===== src/hdl/slsw_pkg.sv =====
package slsw_pkg;

  // fixed field widths
  localparam int DIM_W   = 5;
  localparam int LANE_W  = 7;
  localparam int AREA_W  = 2 * DIM_W;
  localparam int COORD_W = 4;
  localparam int LEVEL_W = 8;
  localparam int DATA_W  = 32;
  localparam int ADDR_W  = 5;

  // register indexes
  localparam logic [2:0] REG_WIDTH  = 3'd0;
  localparam logic [2:0] REG_HEIGHT = 3'd1;
  localparam logic [2:0] REG_LANE   = 3'd2;
  localparam logic [2:0] REG_RED    = 3'd3;
  localparam logic [2:0] REG_GREEN  = 3'd4;
  localparam logic [2:0] REG_BLUE   = 3'd5;
  localparam logic [2:0] REG_WHITE  = 3'd6;

  typedef struct packed {
    logic [DIM_W-1:0]   panel_width;
    logic [DIM_W-1:0]   panel_height;
    logic [LANE_W-1:0]  lane_pixels;
    logic [LEVEL_W-1:0] red_level;
    logic [LEVEL_W-1:0] green_level;
    logic [LEVEL_W-1:0] blue_level;
    logic [LEVEL_W-1:0] white_level;
  } cfg_t;

  typedef struct packed {
    logic start;
    logic restart;
    logic emit;
    logic advance;
  } cmd_t;

  typedef struct packed {
    logic len_zero;
    logic last_pix;
    logic out_free;
  } status_t;

  typedef enum logic {
    ST_IDLE,
    ST_RUN
  } state_t;

endpackage


===== src/hdl/slsw_if.sv =====
interface slsw_in_if;
  logic valid;
  logic ready;
  logic restart;

  modport source (output valid, output restart, input ready);
  modport sink (input valid, input restart, output ready);
endinterface

interface slsw_out_if;
  logic       valid;
  logic       ready;
  logic [3:0] x_coord;
  logic [3:0] y_coord;
  logic [7:0] red_out;
  logic [7:0] green_out;
  logic [7:0] blue_out;
  logic [7:0] white_out;
  logic       frame_last;

  modport source (output valid, output x_coord, output y_coord, output red_out,
                  output green_out, output blue_out, output white_out,
                  output frame_last, input ready);
  modport sink (input valid, input x_coord, input y_coord, input red_out,
                input green_out, input blue_out, input white_out,
                input frame_last, output ready);
endinterface


===== src/hdl/slsw_regs.sv =====
module slsw_regs (
  input  logic                         clk,
  input  logic                         rst_n,
  input  logic                         psel,
  input  logic                         penable,
  input  logic                         pwrite,
  input  logic [slsw_pkg::ADDR_W-1:0]  paddr,
  input  logic [slsw_pkg::DATA_W-1:0]  pwdata,
  output logic [slsw_pkg::DATA_W-1:0]  prdata,
  output logic                         pready,
  output slsw_pkg::cfg_t               cfg
);
  import slsw_pkg::*;

  cfg_t       cfg_r;
  cfg_t       cfg_nxt;
  logic [2:0] idx;
  logic       wr_en;

  assign idx   = paddr[ADDR_W-1:2];
  assign wr_en = psel && penable && pwrite;
  assign pready = 1'b1;
  assign cfg   = cfg_r;

  // register write decode
  always_comb begin
    cfg_nxt = cfg_r;
    if (wr_en) begin
      case (idx)
        REG_WIDTH:  cfg_nxt.panel_width  = pwdata[DIM_W-1:0];
        REG_HEIGHT: cfg_nxt.panel_height = pwdata[DIM_W-1:0];
        REG_LANE:   cfg_nxt.lane_pixels  = pwdata[LANE_W-1:0];
        REG_RED:    cfg_nxt.red_level    = pwdata[LEVEL_W-1:0];
        REG_GREEN:  cfg_nxt.green_level  = pwdata[LEVEL_W-1:0];
        REG_BLUE:   cfg_nxt.blue_level   = pwdata[LEVEL_W-1:0];
        REG_WHITE:  cfg_nxt.white_level  = pwdata[LEVEL_W-1:0];
        default: ;
      endcase
    end
  end

  always_ff @(posedge clk) begin
    if (!rst_n) begin
      cfg_r.panel_width  <= DIM_W'(16);
      cfg_r.panel_height <= DIM_W'(16);
      cfg_r.lane_pixels  <= LANE_W'(8);
      cfg_r.red_level    <= '0;
      cfg_r.green_level  <= '0;
      cfg_r.blue_level   <= '0;
      cfg_r.white_level  <= '0;
    end else begin
      cfg_r <= cfg_nxt;
    end
  end

  // read back
  always_comb begin
    case (idx)
      REG_WIDTH:  prdata = DATA_W'(cfg_r.panel_width);
      REG_HEIGHT: prdata = DATA_W'(cfg_r.panel_height);
      REG_LANE:   prdata = DATA_W'(cfg_r.lane_pixels);
      REG_RED:    prdata = DATA_W'(cfg_r.red_level);
      REG_GREEN:  prdata = DATA_W'(cfg_r.green_level);
      REG_BLUE:   prdata = DATA_W'(cfg_r.blue_level);
      REG_WHITE:  prdata = DATA_W'(cfg_r.white_level);
      default:    prdata = '0;
    endcase
  end

endmodule


===== src/hdl/slsw_ctrl.sv =====
module slsw_ctrl (
  input  logic              clk,
  input  logic              rst_n,
  input  logic              in_valid,
  input  logic              in_restart,
  output logic              in_ready,
  input  slsw_pkg::status_t status,
  output slsw_pkg::cmd_t    cmd
);
  import slsw_pkg::*;

  state_t state_r;
  state_t state_nxt;

  always_ff @(posedge clk) begin
    if (!rst_n) begin
      state_r <= ST_IDLE;
    end else begin
      state_r <= state_nxt;
    end
  end

  // next state and commands
  always_comb begin
    state_nxt   = state_r;
    cmd         = '0;
    in_ready    = 1'b0;
    case (state_r)
      ST_IDLE: begin
        in_ready = 1'b1;
        if (in_valid) begin
          cmd.start   = 1'b1;
          cmd.restart = in_restart;
          state_nxt   = ST_RUN;
        end
      end
      ST_RUN: begin
        if (status.len_zero) begin
          cmd.advance = 1'b1;
          state_nxt   = ST_IDLE;
        end else if (status.out_free) begin
          cmd.emit = 1'b1;
          if (status.last_pix) begin
            cmd.advance = 1'b1;
            state_nxt   = ST_IDLE;
          end
        end
      end
      default: state_nxt = ST_IDLE;
    endcase
  end

endmodule


===== src/hdl/slsw_dp.sv =====
module slsw_dp #(
  parameter int MAX_WIDTH  = 16,
  parameter int MAX_HEIGHT = 16,
  parameter int MAX_LANE   = 64
) (
  input  logic              clk,
  input  logic              rst_n,
  input  slsw_pkg::cfg_t    cfg,
  input  slsw_pkg::cmd_t    cmd,
  output slsw_pkg::status_t status,
  slsw_out_if.source        out_ch
);
  import slsw_pkg::*;

  localparam logic [LANE_W-1:0] MW = LANE_W'(MAX_WIDTH);
  localparam logic [LANE_W-1:0] MH = LANE_W'(MAX_HEIGHT);
  localparam logic [LANE_W-1:0] ML = LANE_W'(MAX_LANE);

  // sweep state
  logic [DIM_W-1:0]  step_r, step_nxt;
  logic [DIM_W-1:0]  row_r, row_nxt;
  logic              left_r, left_nxt;
  // frame context
  logic [DIM_W-1:0]  fx_r, fy_r;
  logic              fleft_r;
  // pixel walk counters
  logic [DIM_W-1:0]  col_r, py_r;
  logic              odd_r;
  logic [LANE_W-1:0] k_r, len_r;
  // output register
  logic              ovalid_r;
  logic [COORD_W-1:0] ox_r, oy_r;
  logic [LEVEL_W-1:0] ored_r, ogreen_r, oblue_r, owhite_r;
  logic              olast_r;

  logic [LANE_W-1:0] w7, h7, len_c;
  logic [DIM_W-1:0]  w_eff, h_eff, x_eff, y_eff, px;
  logic [AREA_W-1:0] area;
  logic              flip;

  // clamp panel size
  always_comb begin
    w7 = LANE_W'(cfg.panel_width);
    if (w7 == '0) w7 = LANE_W'(1);
    else if (w7 > MW) w7 = MW;
    h7 = LANE_W'(cfg.panel_height);
    if (h7 == '0) h7 = LANE_W'(1);
    else if (h7 > MH) h7 = MH;
  end
  assign w_eff = w7[DIM_W-1:0];
  assign h_eff = h7[DIM_W-1:0];

  // lane length clamp
  assign area = AREA_W'(w_eff) * AREA_W'(h_eff);
  always_comb begin
    len_c = cfg.lane_pixels;
    if (AREA_W'(len_c) > area) len_c = area[LANE_W-1:0];
    if (len_c > ML) len_c = ML;
  end

  // starting position, with restart
  always_comb begin
    if (cmd.restart) begin
      x_eff = '0;
      y_eff = '0;
    end else begin
      x_eff = (step_r < w_eff) ? step_r : w_eff - DIM_W'(1);
      y_eff = (row_r < h_eff) ? row_r : h_eff - DIM_W'(1);
    end
  end

  // frame start and pixel walk
  always_ff @(posedge clk) begin
    if (cmd.start) begin
      fx_r    <= x_eff;
      fy_r    <= y_eff;
      fleft_r <= cmd.restart ? 1'b1 : left_r;
      col_r   <= w_eff - DIM_W'(1) - x_eff;
      py_r    <= y_eff;
      odd_r   <= 1'b0;
      k_r     <= '0;
      len_r   <= len_c;
    end else if (cmd.emit) begin
      k_r <= k_r + LANE_W'(1);
      if (col_r == w_eff - DIM_W'(1)) begin
        col_r <= '0;
        odd_r <= ~odd_r;
        py_r  <= (py_r == '0) ? h_eff - DIM_W'(1) : py_r - DIM_W'(1);
      end else begin
        col_r <= col_r + DIM_W'(1);
      end
    end
  end

  // sweep advance after a frame
  always_comb begin
    step_nxt = step_r;
    row_nxt  = row_r;
    left_nxt = left_r;
    if (cmd.advance) begin
      if (fx_r == w_eff - DIM_W'(1)) begin
        step_nxt = '0;
        if (fy_r == h_eff - DIM_W'(1)) begin
          row_nxt  = '0;
          left_nxt = 1'b1;
        end else begin
          row_nxt  = fy_r + DIM_W'(1);
          left_nxt = ~fleft_r;
        end
      end else begin
        step_nxt = fx_r + DIM_W'(1);
        row_nxt  = fy_r;
        left_nxt = fleft_r;
      end
    end
  end

  always_ff @(posedge clk) begin
    if (!rst_n) begin
      step_r <= '0;
      row_r  <= '0;
      left_r <= 1'b1;
    end else begin
      step_r <= step_nxt;
      row_r  <= row_nxt;
      left_r <= left_nxt;
    end
  end

  // serpentine mirroring
  assign flip = fleft_r ? odd_r : ~odd_r;
  assign px   = flip ? (w_eff - DIM_W'(1) - col_r) : col_r;

  // output register
  always_ff @(posedge clk) begin
    if (!rst_n) begin
      ovalid_r <= 1'b0;
    end else if (cmd.emit) begin
      ovalid_r <= 1'b1;
    end else if (out_ch.ready) begin
      ovalid_r <= 1'b0;
    end
  end

  always_ff @(posedge clk) begin
    if (cmd.emit) begin
      ox_r     <= px[COORD_W-1:0];
      oy_r     <= py_r[COORD_W-1:0];
      ored_r   <= cfg.red_level;
      ogreen_r <= cfg.green_level;
      oblue_r  <= cfg.blue_level;
      owhite_r <= cfg.white_level;
      olast_r  <= (k_r == len_r - LANE_W'(1));
    end
  end

  assign out_ch.valid      = ovalid_r;
  assign out_ch.x_coord    = ox_r;
  assign out_ch.y_coord    = oy_r;
  assign out_ch.red_out    = ored_r;
  assign out_ch.green_out  = ogreen_r;
  assign out_ch.blue_out   = oblue_r;
  assign out_ch.white_out  = owhite_r;
  assign out_ch.frame_last = olast_r;

  // status to the controller
  assign status.len_zero = (len_r == '0);
  assign status.last_pix = (k_r == len_r - LANE_W'(1));
  assign status.out_free = ~ovalid_r | out_ch.ready;

endmodule


===== src/hdl/serpentine_lane_sweep.sv =====
// lane sweep over a serpentine-wired led matrix
//
// in_ch carries one frame tick per item (restart bit). for each item the
// block emits on out_ch the lit pixels of the lane, one item per pixel,
// with the colour registers and frame_last set on the final pixel.
// a lane of zero length emits nothing but still moves the sweep on.
// configuration sits on the apb port (width, height, lane, four levels at
// byte offsets 0 to 24); write it only while the block is idle.
//
// an item is taken in idle; the controller then enters run and loads the
// output register with one pixel per cycle while the output is free, the
// pixel walk counter stepping column and row once per pixel, up to the
// last pixel of the lane; items are processed one at a time.
// a stalled receiver holds the output register and the walk waits; the
// next tick can be taken while the last pixel of a frame still waits.
// reset (rst_n low, synchronous) restores the register defaults and puts
// the sweep at row 0, column 0, moving left, with nothing pending.
module serpentine_lane_sweep #(
  parameter int MAX_WIDTH  = 16,
  parameter int MAX_HEIGHT = 16,
  parameter int MAX_LANE   = 64
) (
  input  logic                         clk,
  input  logic                         rst_n,
  slsw_in_if.sink                      in_ch,
  slsw_out_if.source                   out_ch,
  input  logic                         psel,
  input  logic                         penable,
  input  logic                         pwrite,
  input  logic [slsw_pkg::ADDR_W-1:0]  paddr,
  input  logic [slsw_pkg::DATA_W-1:0]  pwdata,
  output logic [slsw_pkg::DATA_W-1:0]  prdata,
  output logic                         pready
);
  import slsw_pkg::*;

  cfg_t    cfg;
  cmd_t    cmd;
  status_t status;

  slsw_regs u_regs (
    .clk     (clk),
    .rst_n   (rst_n),
    .psel    (psel),
    .penable (penable),
    .pwrite  (pwrite),
    .paddr   (paddr),
    .pwdata  (pwdata),
    .prdata  (prdata),
    .pready  (pready),
    .cfg     (cfg)
  );

  slsw_ctrl u_ctrl (
    .clk        (clk),
    .rst_n      (rst_n),
    .in_valid   (in_ch.valid),
    .in_restart (in_ch.restart),
    .in_ready   (in_ch.ready),
    .status     (status),
    .cmd        (cmd)
  );

  slsw_dp #(
    .MAX_WIDTH  (MAX_WIDTH),
    .MAX_HEIGHT (MAX_HEIGHT),
    .MAX_LANE   (MAX_LANE)
  ) u_dp (
    .clk    (clk),
    .rst_n  (rst_n),
    .cfg    (cfg),
    .cmd    (cmd),
    .status (status),
    .out_ch (out_ch)
  );

  // busy after taking a tick
  a_busy_after_accept: assert property (@(posedge clk) disable iff (!rst_n)
    in_ch.valid && in_ch.ready |=> !in_ch.ready)
    else $error("tick accepted while frame in progress");

  // the final pixel ends the frame
  a_last_advances: assert property (@(posedge clk) disable iff (!rst_n)
    cmd.emit && status.last_pix |-> cmd.advance)
    else $error("last pixel emitted without sweep advance");

  // after the sweep advances the block is ready again
  a_ready_after_advance: assert property (@(posedge clk) disable iff (!rst_n)
    cmd.advance |=> in_ch.ready)
    else $error("block not idle after frame end");

  // a pixel is only loaded into a free output register
  a_emit_free: assert property (@(posedge clk) disable iff (!rst_n)
    cmd.emit |-> !out_ch.valid || out_ch.ready)
    else $error("pending pixel overwritten");

endmodule

===== src/flat_wrapper.sv =====
// flat-port wrapper written by rule: the top's interface ports become plain ports
module serpentine_lane_sweep_flat import slsw_pkg::*;
#(
  parameter int MAX_WIDTH  = 16,
  parameter int MAX_HEIGHT = 16,
  parameter int MAX_LANE   = 64
)
  (clk, rst_n, psel, penable, pwrite, paddr, pwdata, prdata, pready, in_ch_valid, in_ch_restart, in_ch_ready, out_ch_valid, out_ch_x_coord, out_ch_y_coord, out_ch_red_out, out_ch_green_out, out_ch_blue_out, out_ch_white_out, out_ch_frame_last, out_ch_ready);
  slsw_in_if in_ch_i ();
  slsw_out_if out_ch_i ();
  input  logic clk;
  input  logic rst_n;
  input  logic psel;
  input  logic penable;
  input  logic pwrite;
  input  logic [slsw_pkg::ADDR_W-1:0] paddr;
  input  logic [slsw_pkg::DATA_W-1:0] pwdata;
  output logic [slsw_pkg::DATA_W-1:0] prdata;
  output logic pready;
  input wire logic [$bits(in_ch_i.valid)-1:0] in_ch_valid;
  input wire logic [$bits(in_ch_i.restart)-1:0] in_ch_restart;
  output wire logic [$bits(in_ch_i.ready)-1:0] in_ch_ready;
  output wire logic [$bits(out_ch_i.valid)-1:0] out_ch_valid;
  output wire logic [$bits(out_ch_i.x_coord)-1:0] out_ch_x_coord;
  output wire logic [$bits(out_ch_i.y_coord)-1:0] out_ch_y_coord;
  output wire logic [$bits(out_ch_i.red_out)-1:0] out_ch_red_out;
  output wire logic [$bits(out_ch_i.green_out)-1:0] out_ch_green_out;
  output wire logic [$bits(out_ch_i.blue_out)-1:0] out_ch_blue_out;
  output wire logic [$bits(out_ch_i.white_out)-1:0] out_ch_white_out;
  output wire logic [$bits(out_ch_i.frame_last)-1:0] out_ch_frame_last;
  input wire logic [$bits(out_ch_i.ready)-1:0] out_ch_ready;
  assign in_ch_i.valid = in_ch_valid;
  assign in_ch_i.restart = in_ch_restart;
  assign in_ch_ready = in_ch_i.ready;
  assign out_ch_valid = out_ch_i.valid;
  assign out_ch_x_coord = out_ch_i.x_coord;
  assign out_ch_y_coord = out_ch_i.y_coord;
  assign out_ch_red_out = out_ch_i.red_out;
  assign out_ch_green_out = out_ch_i.green_out;
  assign out_ch_blue_out = out_ch_i.blue_out;
  assign out_ch_white_out = out_ch_i.white_out;
  assign out_ch_frame_last = out_ch_i.frame_last;
  assign out_ch_i.ready = out_ch_ready;
  serpentine_lane_sweep #(.MAX_WIDTH(MAX_WIDTH), .MAX_HEIGHT(MAX_HEIGHT), .MAX_LANE(MAX_LANE)) u_core (.clk(clk), .rst_n(rst_n), .in_ch(in_ch_i), .out_ch(out_ch_i), .psel(psel), .penable(penable), .pwrite(pwrite), .paddr(paddr), .pwdata(pwdata), .prdata(prdata), .pready(pready));
endmodule

===== config.mk =====
export PLATFORM = sky130hd
export DESIGN_NAME = serpentine_lane_sweep_flat
export DESIGN_NICKNAME = d
export VERILOG_FILES = /design/src/hdl/slsw_pkg.sv /design/src/hdl/slsw_if.sv /design/src/hdl/slsw_regs.sv /design/src/hdl/slsw_ctrl.sv /design/src/hdl/slsw_dp.sv /design/src/hdl/serpentine_lane_sweep.sv /design/src/flat_wrapper.sv
export SDC_FILE = /design/constraint.sdc
export NUM_CORES = 1
export LEC_CHECK = 0
export ABC_AREA = 0
export BUFFER_PORTS_ARGS = -buffer_cell sky130_fd_sc_hd__buf_2
export CAP_MARGIN = 20
export CELL_PAD_IN_SITES_DETAIL_PLACEMENT = 0
export CELL_PAD_IN_SITES_GLOBAL_PLACEMENT = 2
export CORE_MARGIN = 5
export CORE_UTILIZATION = 37
export DETAILED_ROUTE_END_ITERATION = 8
export GPL_TIMING_DRIVEN = 0
export PLACE_DENSITY = 0.82
export SLEW_MARGIN = 20
export SYNTH_ARGS = -nofsm -noshare
export SYNTH_HDL_FRONTEND = slang
export SYNTH_SLANG_ARGS = --single-unit

===== constraint.sdc =====
create_clock -name clk -period 7 [get_ports clk]
set_clock_uncertainty 0.1 [all_clocks]
set_input_delay 1.75 -clock clk [delete_from_list [all_inputs] [get_ports clk]]
set_output_delay 1.75 -clock clk [all_outputs]
set_load 0.01 [all_outputs]

==> flow_metrics.py, run 1 <==
metrics = {
    "routing": {
        "viasPerCell": 5.04,
        "num_vias": 6041,
        "dr.first_iter.drc_count": 359,
        "post_drt_wl_per_cell_um": 16.9,
        "drtAntennaViolNets": 0,
        "first_pass_iters": 5,
        "drc": 0,
        "routed_wl_um": 20200,
    },
    "global_routing": {
        "antenna_found_initial": 0,
        "overflow": 0,
        "first_global_vias": 5777,
        "grt_pass1_wl_um": 32400,
        "grt_max_degree": 39,
        "gr-usage-all-layers_pct": 16.9,
    },
    "sta": {
        "setup_viol": 0,
        "hold_ws_ps": 359,
        "max_freq_mhz": 152,
        "fin_tns_setup_ps": 0,
        "fin_crit_sh_pct": 93.7,
        "fin_crit_ps": 6560,
        "rsz0062_at_grt": "false",
        "maxSlewHeadroom_pct": 27.7,
        "hold_viol_final": 0,
        "slew_violations": 0,
        "tightestPinTransition_ps": 1080,
    },
    "layout": {
        "n_antenna_cell": 0,
        "fillers": 2160,
        "drive_above_1_share_pct": 16.6,
        "nNetsFinal": 1009,
        "area_delta_synth_final_pct": 17.3,
    },
    "synth": {
        "syn_avg_cell_area_um2": 10.1,
        "async_flop_share_pct": 0,
        "ys_top_cells_by_area": "edfxtp_1 (26%), dfxtp_1 (17%), mux2i_1 (8.4%), ha_1 (7.5%), nor2_1 (4.4%)",
        "yosys.area.top_type": "edfxtp_1",
        "synth_edf_count": 69,
        "synth_top_area_share_pct": 25.8,
        "synthFlopType": "dfxtp_1",
        "yosysSeqAreaShare_pct": 43.3,
        "synthesis.area_um2": 8030,
        "synth_seq_cells": 139,
        "synth_warnings": 0,
        "synth_common_cells": "nor2_1 (95), dfxtp_1 (70), edfxtp_1 (69)",
        "syn_inst": 793,
        "yosysMostFrequentCell": "nor2_1",
        "synth_cell_types": 65,
    },
    "worst_setup_path": {
        "cpMostUsedCell": "fa_1",
        "cp_slowest_cell": "a211oi_2",
        "setup.worst_path.class": "flip-flop to flip-flop",
        "cp_top_family": "adder cells",
        "required_ps": 7110,
        "critPathMaxFanout": 8,
        "max_stage_delay_ps": 690,
        "cp_num_buf_inv": 1,
        "start_kind": "flip-flop",
        "path_cells": "nor3_1 > nor2_1 > nor2_1 > nand2_1 > fa_1 > fa_1 > fa_1 > inv_1 > ha_1 > a21o_1 > a21oi_1 > xor2_1 > ha_1 > nand3_1 > o22ai_1 > a221oi_1 > o311ai_0 > a211oi_2 > mux2i_1",
        "worstPathArrival_ps": 6660,
        "worstSetupEndpointType": "flip-flop",
    },
    "cts": {
        "clkSinkCount": 139,
        "cts_tree": "built",
        "cts_root_buf": "clkbuf_16",
        "cts_buffers": 17,
        "holdBufCountCts": 0,
        "htreeDepth": 4,
        "clock_path_buffers": 2,
        "post_cts_resize_count": 0,
        "clk_pin_slew_worst_paths_ps": 70,
        "clock_latency_ps": 420,
        "cts_setup_buffers": 0,
    },
    "floorplan": {
        "ios": 121,
        "die_w_um": 157,
        "row_count": 54,
        "die_y_um": 157,
        "coreArea_um2": 21600,
        "initial_core_util_pct": 37.1,
        "die_area_um2": 24700,
    },
    "flow_run": {
        "drv_cap": 0,
    },
    "power_and_ir_drop": {
        "powerDensity_nw_per_um2": 213,
        "p_total_mw": 2.01,
        "ir_worst_vdd_mv": 0.124,
        "p_leak_nw": 3.84,
    },
    "placement": {
        "numPortBuffers": 68,
        "dp_hpwl_um": 15400,
        "gp_congestion": 0.793,
    },
    "worst_hold_path": {
        "hold_path.class": "flip-flop to flip-flop",
    },
    "run_status": {
        "status": "completed",
    },
}
[path summary, 6_finish.rpt]
path	slack, ps	to	cells past startpoint	start
hold / removal	360	u_core.u_dp.out_ch.white_out[0]$_DFFE_PP_	0	u_core.u_regs.cfg[0]$_SDFFE_PN0P_
hold reg to reg	360	u_core.u_dp.out_ch.white_out[0]$_DFFE_PP_	0	u_core.u_regs.cfg[0]$_SDFFE_PN0P_
setup / recovery	440	u_core.u_dp.len_r[5]$_SDFFCE_PN0P_	19	u_core.u_regs.cfg[45]$_SDFFE_PN0P_
setup reg to reg	440	u_core.u_dp.len_r[5]$_SDFFCE_PN0P_	19	u_core.u_regs.cfg[45]$_SDFFE_PN0P_
[cells in the final DEF (no fill, tap or decap), drive strengths merged, types with 4 or more instances in the layout]
| cell | synthesis | final |
|---|---|---|
| edfxtp | 69 | 69 |
| and3 | 4 | 4 |
| ha | 48 | 48 |
| buf | 31 | 100 |
| nand3 | 18 | 18 |
| nand2b | 11 | 11 |
| and2 | 5 | 5 |
| xnor2 | 19 | 19 |
| nor2 | 95 | 95 |
| nor2b | 11 | 11 |
| mux2i | 67 | 67 |
| clkbuf | 19 | 38 |
| a21o | 7 | 7 |
| nand4 | 10 | 10 |
| inv | 42 | 49 |
| fa | 11 | 11 |
| nor3 | 17 | 17 |
| mux2 | 9 | 9 |
| conb | 2 | 25 |
| o22ai | 5 | 5 |
| dfxtp | 70 | 70 |
| or3 | 5 | 5 |
| a211oi | 7 | 7 |
| xor2 | 25 | 25 |
| o21ai | 32 | 32 |
| a311oi | 6 | 6 |
| clkinv | 4 | 7 |
| a22oi | 4 | 4 |
| nand2 | 53 | 53 |
| a21oi | 35 | 35 |
| o211ai | 5 | 5 |
[cells by family (layout without fill, tap and decap cells)]
group	count (synthesis)	count (layout)	synth area share, %
compound gates	127	127	10.4
simple gates	245	245	14.6
mux	79	79	10.5
fa+ha+maj	59	59	10.2
other cells	2	25	0.0935
flops	139	139	43.3
buf+inv	96	198	5.69
xor+xnor	46	46	5.36
[state kept, by name (all words and copies together) (netlist names), 4 cells and up]
| signal | flops |
|---|---|
| u_core.u_dp.k_r | 7 |
| u_core.u_dp.fx_r | 5 |
| u_core.u_dp.fy_r | 5 |
| u_core.u_dp.row_r | 5 |
| u_core.u_dp.out_ch.red_out | 8 |
| u_core.u_regs.cfg | 49 |
| u_core.u_dp.out_ch.white_out | 8 |
| u_core.u_dp.out_ch.x_coord | 4 |
| u_core.u_dp.out_ch.blue_out | 8 |
| u_core.u_dp.step_r | 5 |
| u_core.u_dp.py_r | 5 |
| u_core.u_dp.len_r | 7 |
| u_core.u_dp.out_ch.green_out | 8 |
| u_core.u_dp.out_ch.y_coord | 4 |
| u_core.u_dp.col_r | 5 |
[report_power, final]
part | switching, mW | leakage [nW] | internal, mW
registers | 0.0261 | 1.23 | 0.895
logic | 0.120 | 2.34 | 0.0798
clock network | 0.382 | 0.275 | 0.506
[layout make-up]
| class | count | area, um^2 | area share (%) |
|---|---|---|---|
| plain buffers | 50 | 285 | 3.03 |
| clock buffers | 18 | 439 | 4.66 |
| clock inverters | 14 | 133 | 1.41 |
| inverters | 46 | 174 | 1.85 |
| multi-input cells | 581 | 4200 | 44.6 |
| flip-flops and latches | 139 | 3470 | 36.9 |
| well taps | 280 | 350 | 3.72 |
| repair buffers | 70 | 368 | 3.90 |
[per-stage QoR]
| stage | std cells | instance area (um^2) | worst slack, ps | utilization (%) |
|---|---|---|---|---|
| 2_1_floorplan | 816 | 8120 | 1560 | - |
| 3_3_place_gp | 1164 | 8810 | 531 | 40.7 |
| 3_5_place_dp | 1165 | 8830 | 535 | 40.8 |
| 4_1_cts | 1197 | 9400 | 488 | 43.5 |
| 5_1_grt | 1198 | 9420 | 65.9 | 43.6 |
| 6_report | 1198 | 9420 | 441 | 43.6 |
[routing by layer]
metal | track usage, % | up-vias | wire length (um)
met1 | 23.9 | 2915 | 9900
met2 | 26.7 | 110 | 9400
met4 | 3.81 | 0 | 190
met3 | 3.27 | 7 | 747
li1 | - | 3009 | -
met5 | 0 | - | 0
Power figures use the tool's default switching activity.
==> run 2: changes to the inputs <==
- CORE_ASPECT_RATIO: unset -> 2
- clock period: 7 -> 6.5 ns (I/O delays scaled with it)
==> flow_metrics.py, run 2 (same netlist as run 1, synthesis figures left out) <==
metrics = {
    "layout": {
        "final_common_cell": "nor2_1",
        "largest_register_ff_count": 49,
        "drive_above_1_share_pct": 16.6,
        "area_delta_synth_final_pct": 17.9,
        "layout_common_cells": "nor2_1 (93), buf_2 (70), dfxtp_1 (70)",
        "final_util_pct": 44.0,
        "n_antenna_cell": 0,
        "nNetsFinal": 1009,
    },
    "worst_setup_path": {
        "path_cells": "nor3_1 > nor2_1 > nor2_1 > nand2_1 > fa_1 > fa_1 > fa_1 > inv_1 > ha_1 > a21o_1 > a21oi_1 > xor2_1 > ha_1 > nand3_1 > o22ai_1 > a221oi_1 > o311ai_0 > a211oi_2 > buf_4 > mux2i_1",
        "start_kind": "flip-flop",
        "max_stage_delay_ps": 570,
        "cpMostUsedCell": "fa_1",
        "setup.worst_path.class": "flip-flop to flip-flop",
        "cp_slowest_cell": "fa_1",
        "reg2reg_depth": 20,
        "required_ps": 6660,
        "worstSetupEndpointType": "flip-flop",
        "regToRegEndpoint": "u_core.u_dp.len_r[4]$_SDFFCE_PN0P_",
        "worstPathArrival_ps": 6290,
        "reg2reg_from": "u_core.u_regs.cfg[45]$_SDFFE_PN0P_",
        "r2r_slack_ps": 370,
        "critPathMaxFanout": 8,
    },
    "sta": {
        "setup_viol": 0,
        "fin_tns_setup_ps": 0,
        "hold_viol_final": 0,
        "fin_crit_sh_pct": 94.4,
        "slew_violations": 0,
        "tightestPinTransition_ps": 1090,
        "fin_crit_ps": 6130,
        "maxSlewHeadroom_pct": 26.6,
        "max_freq_mhz": 163,
    },
    "floorplan": {
        "row_count": 76,
        "die_area_um2": 24900,
        "die_w_um": 114,
        "coreArea_um2": 21500,
        "initial_core_util_pct": 37.4,
        "ios": 121,
        "die_y_um": 218,
    },
    "worst_hold_path": {
        "hold_path.class": "flip-flop to flip-flop",
        "min_from": "u_core.u_regs.cfg[17]$_SDFFE_PN0P_",
        "holdPathStages": 0,
        "whs_endpoint": "u_core.u_dp.out_ch.green_out[1]$_DFFE_PP_",
    },
    "run_status": {
        "status": "completed",
    },
    "routing": {
        "drtAntennaViolNets": 0,
        "post_drt_wl_per_cell_um": 18.2,
        "num_vias": 6064,
        "viasPerCell": 5.09,
        "drc": 0,
        "wl_met3_um": 702,
        "topRoutingLayerUsed": "met4",
        "routed_wl_um": 21600,
        "dr.first_iter.drc_count": 175,
        "first_pass_iters": 4,
        "wl_met2_um": 12900,
        "wl_met1_um": 7200,
    },
    "cts": {
        "htreeDepth": 4,
        "holdBufCountCts": 0,
        "cts_setup_buffers": 0,
        "clock_path_buffers": 2,
        "post_cts_resize_count": 0,
        "cts_root_buf": "clkbuf_16",
        "clock_latency_ps": 430,
        "clkSinkCount": 139,
        "cts_tree": "built",
        "clk_pin_slew_worst_paths_ps": 60,
        "cts_buffers": 17,
    },
    "global_routing": {
        "gr-usage-all-layers_pct": 17.9,
        "grt_pass1_wl_um": 33600,
        "first_global_vias": 6178,
        "grt_max_degree": 29,
        "antenna_found_initial": 0,
        "overflow": 0,
    },
    "power_and_ir_drop": {
        "powerDensity_nw_per_um2": 236,
        "p_leak_nw": 3.85,
        "ir_worst_vdd_mv": 0.204,
    },
    "flow_run": {
        "drv_cap": 0,
    },
    "placement": {
        "gp_congestion": 0.822,
        "numPortBuffers": 68,
        "dp_hpwl_um": 17500,
    },
}
==> run 2: metrics by stage <==
step	instances	hold slack (ps)	power, mW	area (um^2)	setup slack, ps
CTS	1190	366	2.26	9460	37.4
finish	1191	363	2.23	9470	365
detailed placement	1158	344	1.23	8840	50.9
floorplan	816	322	1.15	8120	1060
global route	1191	372	2.32	9470	-14.6
global placement	1157	343	1.23	8800	97.0
==> run 2: worst max-delay path by stage <==
stage	from	end	slack [ps]
finish	u_core.u_regs.cfg[45]$_SDFFE_PN0P_	u_core.u_dp.len_r[4]$_SDFFCE_PN0P_	370
global route	u_core.u_regs.cfg[45]$_SDFFE_PN0P_	u_core.u_dp.len_r[4]$_SDFFCE_PN0P_	-10
CTS	u_core.u_regs.cfg[45]$_SDFFE_PN0P_	u_core.u_dp.len_r[4]$_SDFFCE_PN0P_	40
detailed placement	u_core.u_regs.cfg[45]$_SDFFE_PN0P_	u_core.u_dp.len_r[4]$_SDFFCE_PN0P_	50
global placement	u_core.u_regs.cfg[45]$_SDFFE_PN0P_	u_core.u_dp.len_r[4]$_SDFFCE_PN0P_	100
floorplan	u_core.u_regs.cfg[45]$_SDFFE_PN0P_	u_core.u_dp.len_r[0]$_SDFFCE_PN0P_	1060
==> run 2: report_power, final <==
group          leakage [nW]  internal [mW]  switching (mW)
registers              1.23          0.965          0.0284
clock network         0.293          0.651           0.371
logic                  2.33         0.0849           0.130
==> run 2: per-layer routing <==
layer | vias to the layer above | GRT usage [%]
met2 | 144 | 36.8
met1 | 2872 | 15.7
li1 | 3009 | -
met5 | - | 0
met4 | 0 | 8.80
met3 | 39 | 3.41
==> run 2: area by class of cell <==
type / count / area [um^2]
fillers: 2172 / 12000
multi-input cells: 581 / 4200
flip-flops and latches: 139 / 3470
clock buffers: 21 / 450
repair buffers: 70 / 368
well taps: 273 / 342
plain buffers: 50 / 285
inverters: 46 / 174
clock inverters: 11 / 170
==> run 2: critical path, delay by kind of cell, from the launching register on <==
family	cells	cell delay, ps
AO/OA/AOI/OAI	6	1150
buffers and inverters	2	240
AND/OR/NAND/NOR	5	970
flip-flops	1	380
adder cells (fa/ha/maj)	5	2330
XOR/XNOR	1	540
multiplexers	1	240
